==> config.mk <==
export PLATFORM = sky130hd
export DESIGN_NAME = timer_slot_dispatcher_unit
export DESIGN_NICKNAME = d
export VERILOG_FILES = /design/src/design/tsd_pkg.sv /design/src/design/timer_slot_dispatcher_unit.sv
export SDC_FILE = /design/constraint.sdc
export NUM_CORES = 1
export LEC_CHECK = 0
export BUFFER_PORTS_ARGS = -buffer_cell sky130_fd_sc_hd__buf_2
export CAP_MARGIN = 0
export CORE_MARGIN = 4
export CORE_UTILIZATION = 31
export DETAILED_ROUTE_END_ITERATION = 8
export PLACE_DENSITY_LB_ADDON = 0.2
export SETUP_SLACK_MARGIN = 0.15
export SLEW_MARGIN = 20
export SYNTH_ARGS = -nofsm -noshare
export SYNTH_HDL_FRONTEND = slang
export SYNTH_SLANG_ARGS = --single-unit
==> constraint.sdc <==
create_clock -name clk -period 11 [get_ports clk]
set_clock_uncertainty 0.05 [all_clocks]
set_input_delay 2.2 -clock clk [delete_from_list [all_inputs] [get_ports clk]]
set_output_delay 2.2 -clock clk [all_outputs]
set_load 0.01 [all_outputs]
==> src/design/tsd_pkg.sv <==
// Package for the timer slot dispatcher: sizes, codes and state type.
// No dependencies.
package tsd_pkg;

  localparam int SLOTS       = 8;
  localparam int IDX_W       = (SLOTS > 1) ? $clog2(SLOTS) : 1;
  localparam int CNT_W       = $clog2(SLOTS + 1);
  localparam int MAX_RESULTS = 8;
  localparam int RES_W       = $clog2(MAX_RESULTS + 1);
  localparam int SLOT_NUM_W  = 3;
  localparam int PADDR_W     = 3;

  localparam logic [31:0] TICK_PERIOD_RESET = 32'd1000000;

  localparam logic [1:0] KIND_CLOSED   = 2'd0;
  localparam logic [1:0] KIND_INTERVAL = 2'd1;
  localparam logic [1:0] KIND_DEFERRED = 2'd2;

  localparam logic [1:0] REQ_CREATE  = 2'd0;
  localparam logic [1:0] REQ_DESTROY = 2'd1;
  localparam logic [1:0] REQ_TICK    = 2'd2;
  localparam logic [1:0] REQ_CHECK   = 2'd3;

  localparam logic [1:0] RC_CREATED = 2'd0;
  localparam logic [1:0] RC_FULL    = 2'd1;
  localparam logic [1:0] RC_FIRED   = 2'd2;

  // word index of tick_period within paddr[2]
  localparam logic REG_TICK_PERIOD = 1'b0;

  typedef enum logic [1:0] {
    ST_IDLE,
    ST_CREATE,
    ST_WALK,
    ST_FLUSH
  } state_t;

endpackage

==> src/design/timer_slot_dispatcher_unit.sv <==
// Timer slot dispatcher top level: slot table, sequencer and shared slot unit.
// Depends on tsd_pkg.
//
//  port group   dir   contents
//  s_t*         in    request items (type in tuser, create/destroy args in tdata)
//  m_t*         out   result items (code in tuser, slot in tdata, tlast on last)
//  p*           cfg   APB register port, tick_period at byte 0
//
// Tick and check items pass through the accept, one setup read, one slot a cycle
// through the shared subtract/compare unit behind the registered table read
// (when the output does not stall), an end step and a flush step. Create passes
// through the accept and the create state; destroy ends in its accept. A full
// output register stalls create, the walk and the flush. rst is synchronous; it
// closes all slots and restores tick_period.
module timer_slot_dispatcher_unit (
  input  logic                       clk,
  input  logic                       rst,
  input  logic                       s_tvalid,
  output logic                       s_tready,
  input  logic [39:0]                s_tdata,  // new_kind[1:0], period[33:2], slot_index[36:34]
  input  logic [1:0]                 s_tuser,  // req_type
  output logic                       m_tvalid,
  input  logic                       m_tready,
  output logic [7:0]                 m_tdata,  // slot_number[2:0]
  output logic [1:0]                 m_tuser,  // result_code
  output logic                       m_tlast,
  input  logic                       psel,
  input  logic                       penable,
  input  logic                       pwrite,
  input  logic [tsd_pkg::PADDR_W-1:0] paddr,
  input  logic [31:0]                pwdata,
  output logic [31:0]                prdata,
  output logic                       pready
);
  import tsd_pkg::*;

  state_t state, state_next;

  logic [31:0] tick_period;
  logic [1:0]  kind [SLOTS];
  logic [31:0] mem_per [SLOTS];
  logic [31:0] mem_rem [SLOTS];

  logic        req_tick;
  logic [1:0]  cr_kind;
  logic [31:0] cr_period;

  logic [CNT_W-1:0] rd_cnt;
  logic             proc_valid;
  logic [IDX_W-1:0] proc_idx;
  logic [31:0]      rd_per;
  logic [31:0]      rd_rem;

  logic                  pend_valid;
  logic [SLOT_NUM_W-1:0] pend_slot;
  logic [RES_W-1:0]      res_cnt;

  logic                  out_valid;
  logic [1:0]            out_code;
  logic [SLOT_NUM_W-1:0] out_slot;
  logic                  out_last;

  logic             accept;
  logic             out_free;
  logic             out_load;
  logic             free_found;
  logic [IDX_W-1:0] free_idx;
  logic [1:0]       cur_kind;
  logic [32:0]      diff;
  logic             ge;
  logic             lt2;
  logic             fire;
  logic             fire_emit;
  logic             wr_rem;
  logic [31:0]      new_rem;
  logic             stall;
  logic             walk_go;
  logic             rd_more;
  logic             cfg_wr;

  assign accept   = s_tvalid && s_tready;
  assign out_free = !out_valid || m_tready;
  assign cfg_wr   = psel && penable && pwrite && pready && (paddr[2] == REG_TICK_PERIOD);

  // lowest closed slot
  always_comb begin
    free_found = 1'b0;
    free_idx   = '0;
    for (int i = SLOTS - 1; i >= 0; i--) begin
      if (kind[i] == KIND_CLOSED) begin
        free_found = 1'b1;
        free_idx   = IDX_W'(i);
      end
    end
  end

  // shared slot unit: one subtract and one compare against 2*tick_period
  always_comb begin
    cur_kind = kind[proc_idx];
    diff     = {1'b0, rd_rem} - {1'b0, tick_period};
    ge       = !diff[32];
    lt2      = {1'b0, rd_rem} < {tick_period, 1'b0};
    fire     = 1'b0;
    wr_rem   = 1'b0;
    new_rem  = diff[31:0];
    if (req_tick) begin
      if (cur_kind != KIND_CLOSED && ge) begin
        wr_rem = 1'b1;
        if (cur_kind == KIND_INTERVAL && lt2) begin
          fire    = 1'b1;
          new_rem = rd_per;
        end
      end
    end else begin
      if (cur_kind == KIND_DEFERRED && !ge) begin
        fire    = 1'b1;
        wr_rem  = 1'b1;
        new_rem = rd_per;
      end
    end
    fire_emit = fire && (res_cnt < RES_W'(MAX_RESULTS));
  end

  assign stall   = proc_valid && fire_emit && pend_valid && !out_free;
  assign walk_go = (state == ST_WALK) && !stall;
  assign rd_more = rd_cnt < CNT_W'(SLOTS);

  assign out_load = (state == ST_CREATE && out_free) ||
                    (walk_go && proc_valid && fire_emit && pend_valid) ||
                    (state == ST_FLUSH && pend_valid && out_free);

  // next state
  always_comb begin
    state_next = state;
    unique case (state)
      ST_IDLE: begin
        if (accept) begin
          priority if (s_tuser == REQ_CREATE) state_next = ST_CREATE;
          else if (s_tuser == REQ_DESTROY)    state_next = ST_IDLE;
          else                                 state_next = ST_WALK;
        end
      end
      ST_CREATE: begin
        if (out_free) state_next = ST_IDLE;
      end
      ST_WALK: begin
        if (walk_go && !rd_more && !proc_valid) state_next = ST_FLUSH;
      end
      ST_FLUSH: begin
        if (!pend_valid || out_free) state_next = ST_IDLE;
      end
      default: state_next = ST_IDLE;
    endcase
  end

  // outputs
  always_comb begin
    s_tready = (state == ST_IDLE);
    m_tvalid = out_valid;
    m_tuser  = out_code;
    m_tdata  = {{(8 - SLOT_NUM_W){1'b0}}, out_slot};
    m_tlast  = out_last;
    pready   = 1'b1;
    prdata   = (paddr[2] == REG_TICK_PERIOD) ? tick_period : 32'd0;
  end

  // slot table memories
  always_ff @(posedge clk) begin
    if (state == ST_CREATE && out_free && free_found) begin
      mem_per[free_idx] <= cr_period;
      mem_rem[free_idx] <= cr_period;
    end else if (walk_go && proc_valid && wr_rem) begin
      mem_rem[proc_idx] <= new_rem;
    end
    if (walk_go && rd_more) begin
      rd_per <= mem_per[rd_cnt[IDX_W-1:0]];
      rd_rem <= mem_rem[rd_cnt[IDX_W-1:0]];
    end
  end

  always_ff @(posedge clk) begin
    if (rst) begin
      state       <= ST_IDLE;
      tick_period <= TICK_PERIOD_RESET;
      for (int i = 0; i < SLOTS; i++) kind[i] <= KIND_CLOSED;
      out_valid   <= 1'b0;
      pend_valid  <= 1'b0;
      proc_valid  <= 1'b0;
      rd_cnt      <= '0;
      res_cnt     <= '0;
    end else begin
      state <= state_next;
      if (cfg_wr) tick_period <= pwdata;
      if (!out_load && out_valid && m_tready) out_valid <= 1'b0;

      if (accept) begin
        req_tick  <= (s_tuser == REQ_TICK);
        cr_kind   <= s_tdata[1:0];
        cr_period <= s_tdata[33:2];
        if (s_tuser == REQ_DESTROY && {29'd0, s_tdata[36:34]} < 32'(SLOTS)) begin
          kind[IDX_W'(s_tdata[36:34])] <= KIND_CLOSED;
        end
        rd_cnt     <= '0;
        proc_valid <= 1'b0;
        pend_valid <= 1'b0;
        res_cnt    <= '0;
      end

      if (state == ST_CREATE && out_free) begin
        out_valid <= 1'b1;
        out_last  <= 1'b1;
        if (free_found) begin
          kind[free_idx] <= cr_kind;
          out_code       <= RC_CREATED;
          out_slot       <= SLOT_NUM_W'(free_idx);
        end else begin
          out_code <= RC_FULL;
          out_slot <= '0;
        end
      end

      if (walk_go) begin
        proc_valid <= rd_more;
        proc_idx   <= rd_cnt[IDX_W-1:0];
        if (rd_more) rd_cnt <= rd_cnt + 1'b1;
        // hold one fired slot back so the last one can carry tlast
        if (proc_valid && fire_emit) begin
          if (pend_valid) begin
            out_valid <= 1'b1;
            out_code  <= RC_FIRED;
            out_slot  <= pend_slot;
            out_last  <= 1'b0;
          end
          pend_valid <= 1'b1;
          pend_slot  <= SLOT_NUM_W'(proc_idx);
          res_cnt    <= res_cnt + 1'b1;
        end
      end

      if (state == ST_FLUSH && pend_valid && out_free) begin
        out_valid  <= 1'b1;
        out_code   <= RC_FIRED;
        out_slot   <= pend_slot;
        out_last   <= 1'b1;
        pend_valid <= 1'b0;
      end
    end
  end

endmodule

==> results of run 1 <==
==> synth_stat cells (all sizes together), types with 7 or more instances <==
| master | count |
|---|---|
| a211oi | 9 |
| o21ai | 60 |
| nand3 | 24 |
| xnor2 | 12 |
| o211ai | 16 |
| dfxtp | 48 |
| nor3 | 24 |
| or3 | 7 |
| nor2b | 17 |
| nand2b | 14 |
| o21a | 11 |
| ha | 64 |
| buf | 27 |
| mux2 | 69 |
| mux2i | 37 |
| and2 | 11 |
| a21o | 13 |
| clkbuf | 52 |
| and3 | 8 |
| xor2 | 7 |
| inv | 52 |
| nand2 | 141 |
| a21oi | 75 |
| edfxtp | 639 |
| mux4 | 132 |
| nor2 | 107 |
==> cells in the final DEF (no fill, tap or decap), types with 4 or more instances in the layout <==
cell	instances
and3_1	8
ha_1	64
nor3_1	21
buf_4	28
clkinv_2	6
or3_1	7
a21boi_0	4
clkbuf_1	18
buf_2	118
nor2_4	14
o21ai_0	56
o2bb2ai_1	4
inv_1	52
a31oi_1	4
o211ai_1	15
a22oi_1	4
a21oi_1	74
and2_1	11
o22ai_1	4
a211oi_1	8
nand2b_1	14
edfxtp_1	639
mux2i_1	37
xor2_1	7
mux2_2	68
bufinv_16	7
clkbuf_16	79
dfxtp_1	45
o21ai_1	4
conb_1	6
o21a_1	11
nor2b_1	15
xnor2_1	12
nand3_1	22
nand2_1	141
nor2_1	93
a21o_1	13
mux4_2	129
clkinv_1	20
==> how the worst min path moves through the flow <==
stage / start / to / cells past startpoint
global route: tick_period[23]$_SDFFE_PP0P_ / tick_period[23]$_SDFFE_PP0P_ / 2
CTS: tick_period[10]$_SDFFE_PP0P_ / tick_period[10]$_SDFFE_PP0P_ / 2
floorplan: rd_cnt[2]$_SDFF_PP0_ / proc_idx[2]$_DFFE_PP_ / 0
detailed placement: tick_period[22]$_SDFFE_PP0P_ / tick_period[22]$_SDFFE_PP0P_ / 2
global placement: tick_period[4]$_SDFFE_PP0P_ / tick_period[4]$_SDFFE_PP0P_ / 2
finish: tick_period[3]$_SDFFE_PP0P_ / tick_period[3]$_SDFFE_PP0P_ / 2
==> layout make-up <==
type,count,area (um^2)
clock inverter,43,455.4
multi-input combinational,951,8666
clock buffer,97,2044
fill,8760,59580
tap,1254,1569
timing repair buffer,146,800.8
inverter,52,195.2
sequential,687,20160
==> logic make-up (layout without fill, tap and decap cells) <==
logic type      after synthesis  in the layout  share of synthesized area (%)
flops                       687            687                          68.95
simple gates                380            380                          6.046
compound gates              243            243                          5.528
mux                         238            238                          14.14
buf+inv                     131            338                          1.935
fa+ha+maj                    65             65                          2.809
xor+xnor                     19             19                         0.5694
other cells                   2              6                        0.02570
==> layer usage <==
layer  up-vias  part of all wire (%)
li1       7243                     -
met1      8154                    47
met2       364                    45
met3        88                   5.3
met4         0                   2.3
met5         -                     0
==> per-stage QoR <==
stage	util [%]	hold slack (ns)
finish	36.26	0.4040
CTS	36.26	0.4051
floorplan	-	0.3564
global placement	33.58	0.3933
global route	36.26	0.4262
detailed placement	33.58	0.3965
==> critical path, cell delays in order <==
cell and delay, ns:
buf_2 0.56, nor2_1 0.15, buf_2 0.20
==> power by group through the flow <==
stage | registers [mW] | clock network, mW | logic [mW]
2_1_floorplan | 2.99 | 0 | 0.260
3_3_place_gp | 3.01 | 0 | 0.385
3_5_place_dp | 3.01 | 0 | 0.390
4_1_cts | 2.96 | 2.60 | 0.392
5_1_grt | 2.96 | 2.72 | 0.426
6_report | 2.95 | 2.52 | 0.385
==> state kept, by name, summed over array words and instances, names as in the netlist, 3 cells and up, named ones only <==
signal / flops
mem_per: 256
mem_rem: 256
cr_period: 32
rd_per: 32
rd_rem: 32
tick_period: 32
kind: 16
rd_cnt: 4
res_cnt: 4
out_slot: 3
pend_slot: 3
proc_idx: 3
==> metrics, run 1 <==
outcome=finished clean; Root Buffer=clkbuf_16; reg2reg path depth=14; ranking of synthesized cells by area=edfxtp_1 66%, mux4_2 9.9%, dfxtp_1 3.3%, ha_1 2.7%, mux2_2 2.6%; Non-Filler Instances=approximately 3,200; worst relative slew slack=around a quarter; die area=slightly below 100,000 um^2; Net Switching=between 1 and 1.5 mW; Inserted Clock Buffers=a little under 80; RSZ-0062 raised after global routing=no; top cell type by total area after synthesis=edfxtp_1; largest net degree at the start of global routing=65; placed cell area=31,390 um^2; CP max FO=34; Core ar.=just over 90,000 um^2; row count=112; share of cells above drive strength 1=between 20% and 30%; Slew @ Worst Pin=around 1.1 ns; drt total wl=70.66 mm; Longest Clk Path Bufs=3; Synth warnings=0; met2 Use GR=22.31%; GR Util All Layers=between 10% and 20%; vias in the first global route=16,623; Highest Clock Rate=~190 MHz; GRT busiest layer=met2; P_int=4.559 mW; TNS Setup=0 ns; worst setup path end=prdata[28]; crit path capture type=output port; diode count=0; Crit path arrival time=3.11 ns; ANT nets after route=0; CTS tree=yes; Ports=130; Tmin final=around 5.4 ns; PortBufs=approximately 120; reg2reg start=rd_rem[0]$_DFFE_PP_; clock group share of total power=a little over two fifths; crit path launch type=input port; nets=2,064; critical path data required time=approximately 8.8 ns; share of power burned in combinational logic=about 6.6%; Post-CTS Setup Bufs=0; endpoints failing setup=0; antenna violations before repair=3; H-tree levels=3; Vias/cell=between 4 and 5; cell area after layout=~34,000 um^2; met3 GRT Util=about 2.4%; Placed Cells=just over 3,000; Area Overhead vs Synth=15.97%; gr ovfl total=0; DRC=0; Worst-path clk slew=0.06 ns; # clock sinks=slightly below 700; VDD IR-drop max=around 0.11 mV; Avg WL per Cell=roughly 22 um; leakage=around 11 nW; post-synth cell types=88; grt met1 use=20.44%; setup ws final=approximately 5.6 ns; Power Total=roughly 5.9 mW; fin crit share=48.75%; Netlist Area Pre-Place=29,220 um^2; # Max-Cap Violations=0; Flop pwr share=approximately half; register bit total from synthesis=687; DR pass1 iterations=5; Synth top area share=65.66%; Die X=315.0 um; dominant synthesized flop cell=edfxtp_1; final RePlAce weighted congestion=just over 0.8; syn_area_per_cell=approximately 17 um^2; fin. max-slew vios=0; Final Hold Vio Count=0; DP Worst Slack=roughly 5.5 ns; first-pass GRT wire length=between 100 and 150 mm; Syn Inst Count=about 1,800; 1st-iter DRT viols=~1,100; DIE HEIGHT=315.0 um; critical path startpoint=paddr[2]; Post-synth EDFFs=roughly 640; Post-CTS Hold Buffers=0; # resized after CTS=0; Async SR Flop Fraction=0%; DP HPWL=approximately 43 mm; reg-to-reg slack, setup=5.65 ns; sequential element share of the synthesized area=68.95%; Pwr Density=173.0 nW/um^2; later-pin clock latency in the skew report=0.62 ns; reg2reg end=mem_rem[6][3]$_DFFE_PP_; initial core utilization=a little under a third; vias=between 15,000 and 20,000; Sw Share=approximately 22%; Min-Delay Path Class=flip-flop to flip-flop; critical path type=input port to output port
Power figures use the tool's default switching activity.
==> run 2: changes to the inputs <==
==> constraint.sdc (replaced) <==
create_clock -name clk -period 4.7 [get_ports clk]
set_clock_uncertainty 0.05 [all_clocks]
set_input_delay 0.94 -clock clk [delete_from_list [all_inputs] [get_ports clk]]
set_output_delay 0.94 -clock clk [all_outputs]
set_load 0.01 [all_outputs]
==> metrics, run 2 (synthesis results as in run 1) <==
Vias/cell=4.899 (was 4.907); Longest Clk Path Bufs=3 (unchanged); worst hold slack=0.4028 ns (was 0.4040 ns); 1st-iter DRT viols=1,044 (was 1,064); antenna violations before repair=4 (was 3); Min-Delay Path Class=flip-flop to flip-flop (unchanged); Reg area=20,160 um^2 (unchanged); drt total wl=71.23 mm (was 70.66 mm); Net Switching=3.111 mW (was 1.303 mW); top flop regs=mem_per (256), mem_rem (256) (unchanged); P_int=10.85 mW (was 4.559 mW); largest net degree at the start of global routing=80 (was 65); worst relative slew slack=35.37% (was 24.72%); later-pin clock latency in the skew report=0.62 ns (about the same); diode count=0 (unchanged); Area Overhead vs Synth=17.71% (was 15.97%); vias in the first global route=16,706 (was 16,623); outcome=finished clean (unchanged); Worst-path clk slew=0.06 ns (about the same); GR Util All Layers=14.41% (was 14.26%); Avg WL per Cell=21.80 um (was 21.88 um); DIE HEIGHT=315.0 um (unchanged); CP max-delay cell=mux2i_1 (was buf_2); fin crit share=about nine tenths; gr ovfl total=0 (unchanged); DRC=0 (unchanged); DP HPWL=45.09 mm (was 43.47 mm); Final Hold Vio Count=0 (unchanged); initial core utilization=31.26% (unchanged); worst path bufs/invs=2 (unchanged); Filler Cells Inserted=8,735 (was 8,760); most frequent cells in the layout=639 x edfxtp_1, 141 x nand2_1, 129 x mux4_2 (unchanged); Multi-input gate area=8663 um^2 (was 8666 um^2); placed cell area=31,820 um^2 (was 31,390 um^2); reg-to-reg slack, setup=0.40 ns (was 5.65 ns); Flop pwr share=49.5% (was 50.4%); nets=2,099 (was 2,064); endpoints failing setup=0 (unchanged); ANT nets after route=0 (unchanged); final RePlAce weighted congestion=0.8139 (was 0.8166); most common cell after layout, fill and taps aside=edfxtp_1 (unchanged); critical path type=flip-flop to flip-flop (was input port to output port); critical path data required time=4.99 ns (was 8.75 ns); Post-CTS Setup Bufs=0 (unchanged); Sw Share=22.29% (was 22.23%); fin. max-slew vios=0 (unchanged); share of cells above drive strength 1=26.53% (was 24.70%); CP max FO=32 (was 34); Tmin final=around 4.3 ns; die area=99,240 um^2 (unchanged); # resized after CTS=1 (was 0); Highest Clock Rate=between 200 and 250 MHz; PortBufs=118 (unchanged); VDD IR-drop max=0.2472 mV (was 0.1080 mV); vias=16,004 (was 15,849); # Max-Cap Violations=0 (unchanged); Die X=315.0 um (unchanged); # clock sinks=687 (unchanged); H-tree levels=3 (unchanged); Pwr Density=405.7 nW/um^2 (was 173.0 nW/um^2); crit-path cells=inv_1 > ha_1 > nor2b_1 > o2111ai_1 > a31oi_1 > o21ai_1 > a21oi_2 > or3b_4 > a2111oi_4 > mux2i_1 > nor2_4 > buf_12 (was buf_2 > nor2_1 > buf_2); Core ar.=93,470 um^2 (unchanged); share of power burned in combinational logic=6.7% (was 6.6%); Post-CTS Hold Buffers=0 (unchanged); Crit path arrival time=4.59 ns (was 3.11 ns); clock group share of total power=43.7% (was 43.0%); row count=112 (unchanged); Ports=130 (unchanged); crit path capture type=flip-flop (was output port); critical path's top delay family=compound AO/OA/AOI/OAI gates (was buffers and inverters); first-pass GRT wire length=106.6 mm (was 106.1 mm); CTS tree=yes (unchanged); RSZ-0062 raised after global routing=no (unchanged); Root Buffer=clkbuf_16 (unchanged); Critical Path Max Stage Delay=0.52 ns (was 0.56 ns); Inserted Clock Buffers=77 (unchanged); TNS Setup=0 ns (unchanged); DR pass1 iterations=5 (unchanged); cell area after layout=34,400 um^2 (was 33,890 um^2); Slew @ Worst Pin=0.9656 ns (was 1.128 ns); leakage=11.47 nW (was 11.22 nW); crit path launch type=flip-flop (was input port)
==> run 2: changes by cell type in the layout (fill, tap and decap cells not counted), moves of 2 or more <==
cell | previous run | this run
clkinv_2 | 6 | 14
clkinv_4 | 2 | 0
inv_16 | 1 | 3
buf_4 | 28 | 49
clkbuf_1 | 18 | 11
bufinv_16 | 7 | 11
clkbuf_16 | 79 | 77
buf_12 | 0 | 14
==> run 2: worst reg2reg max path: stages (launching register included) <==
cell	delay (ns)
dfxtp_1	0.34
inv_1	0.08
ha_1	0.36
nor2b_1	0.18
o2111ai_1	0.36
a31oi_1	0.19
o21ai_1	0.47
a21oi_2	0.19
or3b_4	0.45
a2111oi_4	0.50
mux2i_1	0.52
nor2_4	0.09
buf_12	0.23
==> run 2: cell type report <==
class	instances	area share [%]
Clock inverter	54	1.757
Inverter	52	0.5674
Multi-Input combinational cell	951	25.18
Timing Repair Buffer	181	3.601
Tap cell	1254	4.561
Clock buffer	88	5.721
Sequential cell	687	58.61
==> run 2: power by group through the flow <==
stage / clock network (mW) / logic (mW) / registers [mW]
CTS: 6.30 / 0.951 / 6.92
global placement: 0 / 0.933 / 7.04
detailed placement: 0 / 0.947 / 7.04
finish: 6.10 / 0.939 / 6.91
global route: 6.55 / 1.03 / 6.93
floorplan: 0 / 0.608 / 7.00
==> run 2: per-layer routing <==
| metal | track usage, % | up-vias | share of wire, % |
|---|---|---|---|
| met3 | 2.741 | 93 | 4.9 |
| met1 | 20.81 | 8211 | 48 |
| met4 | 3.455 | 2 | 1.8 |
| li1 | - | 7325 | - |
| met2 | 22.52 | 373 | 45 |
| met5 | 0 | - | 0.018 |
==> run 2: final timing paths <==
path	from	endpoint	cells past startpoint
max	tick_period[2]$_SDFFE_PP0P_	mem_rem[2][5]$_DFFE_PP_	12
min	tick_period[24]$_SDFFE_PP0P_	tick_period[24]$_SDFFE_PP0P_	2
max reg2reg	tick_period[2]$_SDFFE_PP0P_	mem_rem[2][5]$_DFFE_PP_	12
min reg2reg	tick_period[24]$_SDFFE_PP0P_	tick_period[24]$_SDFFE_PP0P_	2
==> run 2: through the flow <==
step | setup slack [ns] | utilization [%] | instances | total power [mW]
after floorplan | 0.1133 | - | 1769 | 7.608
after global placement | 0.07783 | 34.04 | 3125 | 7.971
after detailed placement | 0.01258 | 34.04 | 3125 | 7.991
after CTS | 0.2017 | 36.79 | 3267 | 14.17
after global routing | 0.2159 | 36.80 | 3267 | 14.51
final | 0.3974 | 36.80 | 3267 | 13.96
==> run 3: changes to the inputs <==
--- a/config.mk
+++ b/config.mk
@@ -8,7 +8,7 @@
 export BUFFER_PORTS_ARGS = -buffer_cell sky130_fd_sc_hd__buf_2
 export CAP_MARGIN = 0
 export CORE_MARGIN = 4
-export CORE_UTILIZATION = 31
+export CORE_UTILIZATION = 30
 export DETAILED_ROUTE_END_ITERATION = 8
 export PLACE_DENSITY_LB_ADDON = 0.2
 export SETUP_SLACK_MARGIN = 0.15
==> metrics, run 3 (synthesis results as in run 1) <==
endpoints failing setup=0 (unchanged); top flop regs=mem_per (256), mem_rem (256) (unchanged); nets=2,098 (was 2,099); leakage=11.37 nW (was 11.47 nW); reg2reg end=mem_rem[7][23]$_DFFE_PP_ (was mem_rem[2][5]$_DFFE_PP_); # clock sinks=687 (unchanged); Die X=320.1 um (was 315.0 um); worst relative slew slack=25.86% (was 35.37%); Worst-path clk slew=0.06 ns (about the same); crit path launch type=flip-flop (unchanged); largest net degree at the start of global routing=65 (was 80); Ports=130 (unchanged); fin crit share=92.01% (was 91.55%); most frequent cells in the layout=639 x edfxtp_1, 141 x nand2_1, 129 x mux4_2 (unchanged); Vias/cell=4.884 (was 4.899); CTS tree=yes (unchanged); Inserted Clock Buffers=79 (was 77); Final Hold Vio Count=0 (unchanged); beginning of the worst hold path=tick_period[27]$_SDFFE_PP0P_ (was tick_period[24]$_SDFFE_PP0P_); final RePlAce weighted congestion=0.8129 (was 0.8139); Area Overhead vs Synth=17.29% (was 17.71%); vias in the first global route=16,624 (was 16,706); ANT nets after route=0 (unchanged); initial core utilization=30.22% (was 31.26%); Slew @ Worst Pin=1.112 ns (was 0.9656 ns); drt total wl=72.09 mm (was 71.23 mm); antenna violations before repair=5 (was 4); # Max-Cap Violations=0 (unchanged); Highest Clock Rate=231.2 MHz (was 232.4 MHz); fin. max-slew vios=0 (unchanged); critical path type=flip-flop to flip-flop (unchanged); later-pin clock latency in the skew report=0.62 ns (about the same); placed cell area=31,870 um^2 (was 31,820 um^2); share of cells above drive strength 1=25.70% (was 26.53%); Tmin final=4.325 ns (was 4.303 ns); reg-to-reg slack, setup=0.38 ns (was 0.40 ns); H-tree levels=3 (unchanged); reg2reg start=rd_rem[0]$_DFFE_PP_ (was tick_period[2]$_SDFFE_PP0P_); Power Total=13.59 mW (was 13.96 mW); crit path capture type=flip-flop (unchanged); Hold Path Depth=2 (unchanged); RSZ-0062 raised after global routing=no (unchanged); CP max FO=14 (was 32); Avg WL per Cell=21.92 um (was 21.80 um); Longest Clk Path Bufs=3 (unchanged); row count=114 (was 112); DIE HEIGHT=320.1 um (was 315.0 um); DP HPWL=46.58 mm (was 45.09 mm); most common cell after layout, fill and taps aside=edfxtp_1 (unchanged); Pwr Density=396.5 nW/um^2 (was 405.7 nW/um^2); Post-CTS Hold Buffers=0 (unchanged); TNS Setup=0 ns (unchanged); Core ar.=96,710 um^2 (was 93,470 um^2); 1st-iter DRT viols=1,112 (was 1,044); vias=16,063 (was 16,004); critical path data required time=4.96 ns (was 4.99 ns); gr ovfl total=0 (unchanged); Hold Path End=tick_period[27]$_SDFFE_PP0P_ (was tick_period[24]$_SDFFE_PP0P_); die area=102,500 um^2 (was 99,240 um^2); final core utilization=35.44% (was 36.80%); outcome=finished clean (unchanged); Post-CTS Setup Bufs=0 (unchanged); cell area after layout=34,280 um^2 (was 34,400 um^2); Root Buffer=clkbuf_16 (unchanged); PortBufs=118 (unchanged); first-pass GRT wire length=108.1 mm (was 106.6 mm); GR Util All Layers=13.96% (was 14.41%); VDD IR-drop max=0.2115 mV (was 0.2472 mV); Min-Delay Path Class=flip-flop to flip-flop (unchanged); DRC=0 (unchanged); DR pass1 iterations=5 (unchanged); Crit path arrival time=4.58 ns (was 4.59 ns); worst hold slack=0.4029 ns (was 0.4028 ns); reg2reg path depth=13 (was 12)
[run 3: per-stage QoR]
| stage | cells | worst slack, ns |
|---|---|---|
| finish | 3289 | 0.3754 |
| global route | 3288 | 0.1766 |
| CTS | 3288 | 0.1846 |
| detailed placement | 3144 | 0.04136 |
| global placement | 3144 | 0.07035 |
| floorplan | 1769 | 0.1133 |
[run 3: cell type report]
class	instances	area, um^2
sequential	687	20160
timing repair buffer	178	1266
antenna	1	2.502
fill	9158	62430
tap	1276	1597
multi-input combinational	951	8658
clock buffer	111	2150
inverter	52	195.2
clock inverter	33	246.5
[run 3: report_power, final]
| group | total (mW) | internal (mW) | switching, mW |
|---|---|---|---|
| Sequential | 6.93 | 6.82 | 0.104 |
| Combinational | 0.926 | 0.381 | 0.545 |
| Clock | 5.74 | 3.35 | 2.38 |
| Total | 13.6 | 10.6 | 3.03 |
[run 3: per-layer routing]
metal	part of all wire (%)	global-route usage [%]	wire (um)	vias up
met4	1.9	3.708	1344	6
met2	45	21.56	32320	405
met3	5.0	2.373	3624	95
met5	0.044	0	32	-
met1	48	20.45	34770	8225
li1	-	-	-	7332
[run 3: repair_timing]
item	in CTS	in global routing
cloned	0	0
gates resized for setup	1	2
setup endpoints to repair	169	171
[run 3: worst max-delay path, stage by stage, from the launching register on]
cell and delay [ns]:
edfxtp_1 0.36, inv_1 0.08, ha_1 0.18, fa_1 0.23, nor2b_1 0.08, o2111ai_1 0.34, a31oi_1 0.19, o21ai_1 0.43
a21oi_2 0.18, or3b_4 0.44, a2111oi_4 0.48, a22oi_1 0.40, nor2b_4 0.35, buf_12 0.21
[run 3: worst max path at each step]
| stage | startpoint | end | slack (ns) | cells past startpoint |
|---|---|---|---|---|
| floorplan | tick_period[0]$_SDFFE_PP0P_ | mem_rem[3][0]$_DFFE_PP_ | 0.11 | 11 |
| global placement | rd_rem[0]$_DFFE_PP_ | mem_rem[1][0]$_DFFE_PP_ | 0.07 | 13 |
| detailed placement | tick_period[2]$_SDFFE_PP0P_ | mem_rem[7][6]$_DFFE_PP_ | 0.04 | 12 |
| CTS | rd_rem[0]$_DFFE_PP_ | mem_rem[7][2]$_DFFE_PP_ | 0.18 | 13 |
| global route | rd_rem[0]$_DFFE_PP_ | mem_rem[1][2]$_DFFE_PP_ | 0.18 | 13 |
| finish | rd_rem[0]$_DFFE_PP_ | mem_rem[7][23]$_DFFE_PP_ | 0.38 | 13 |
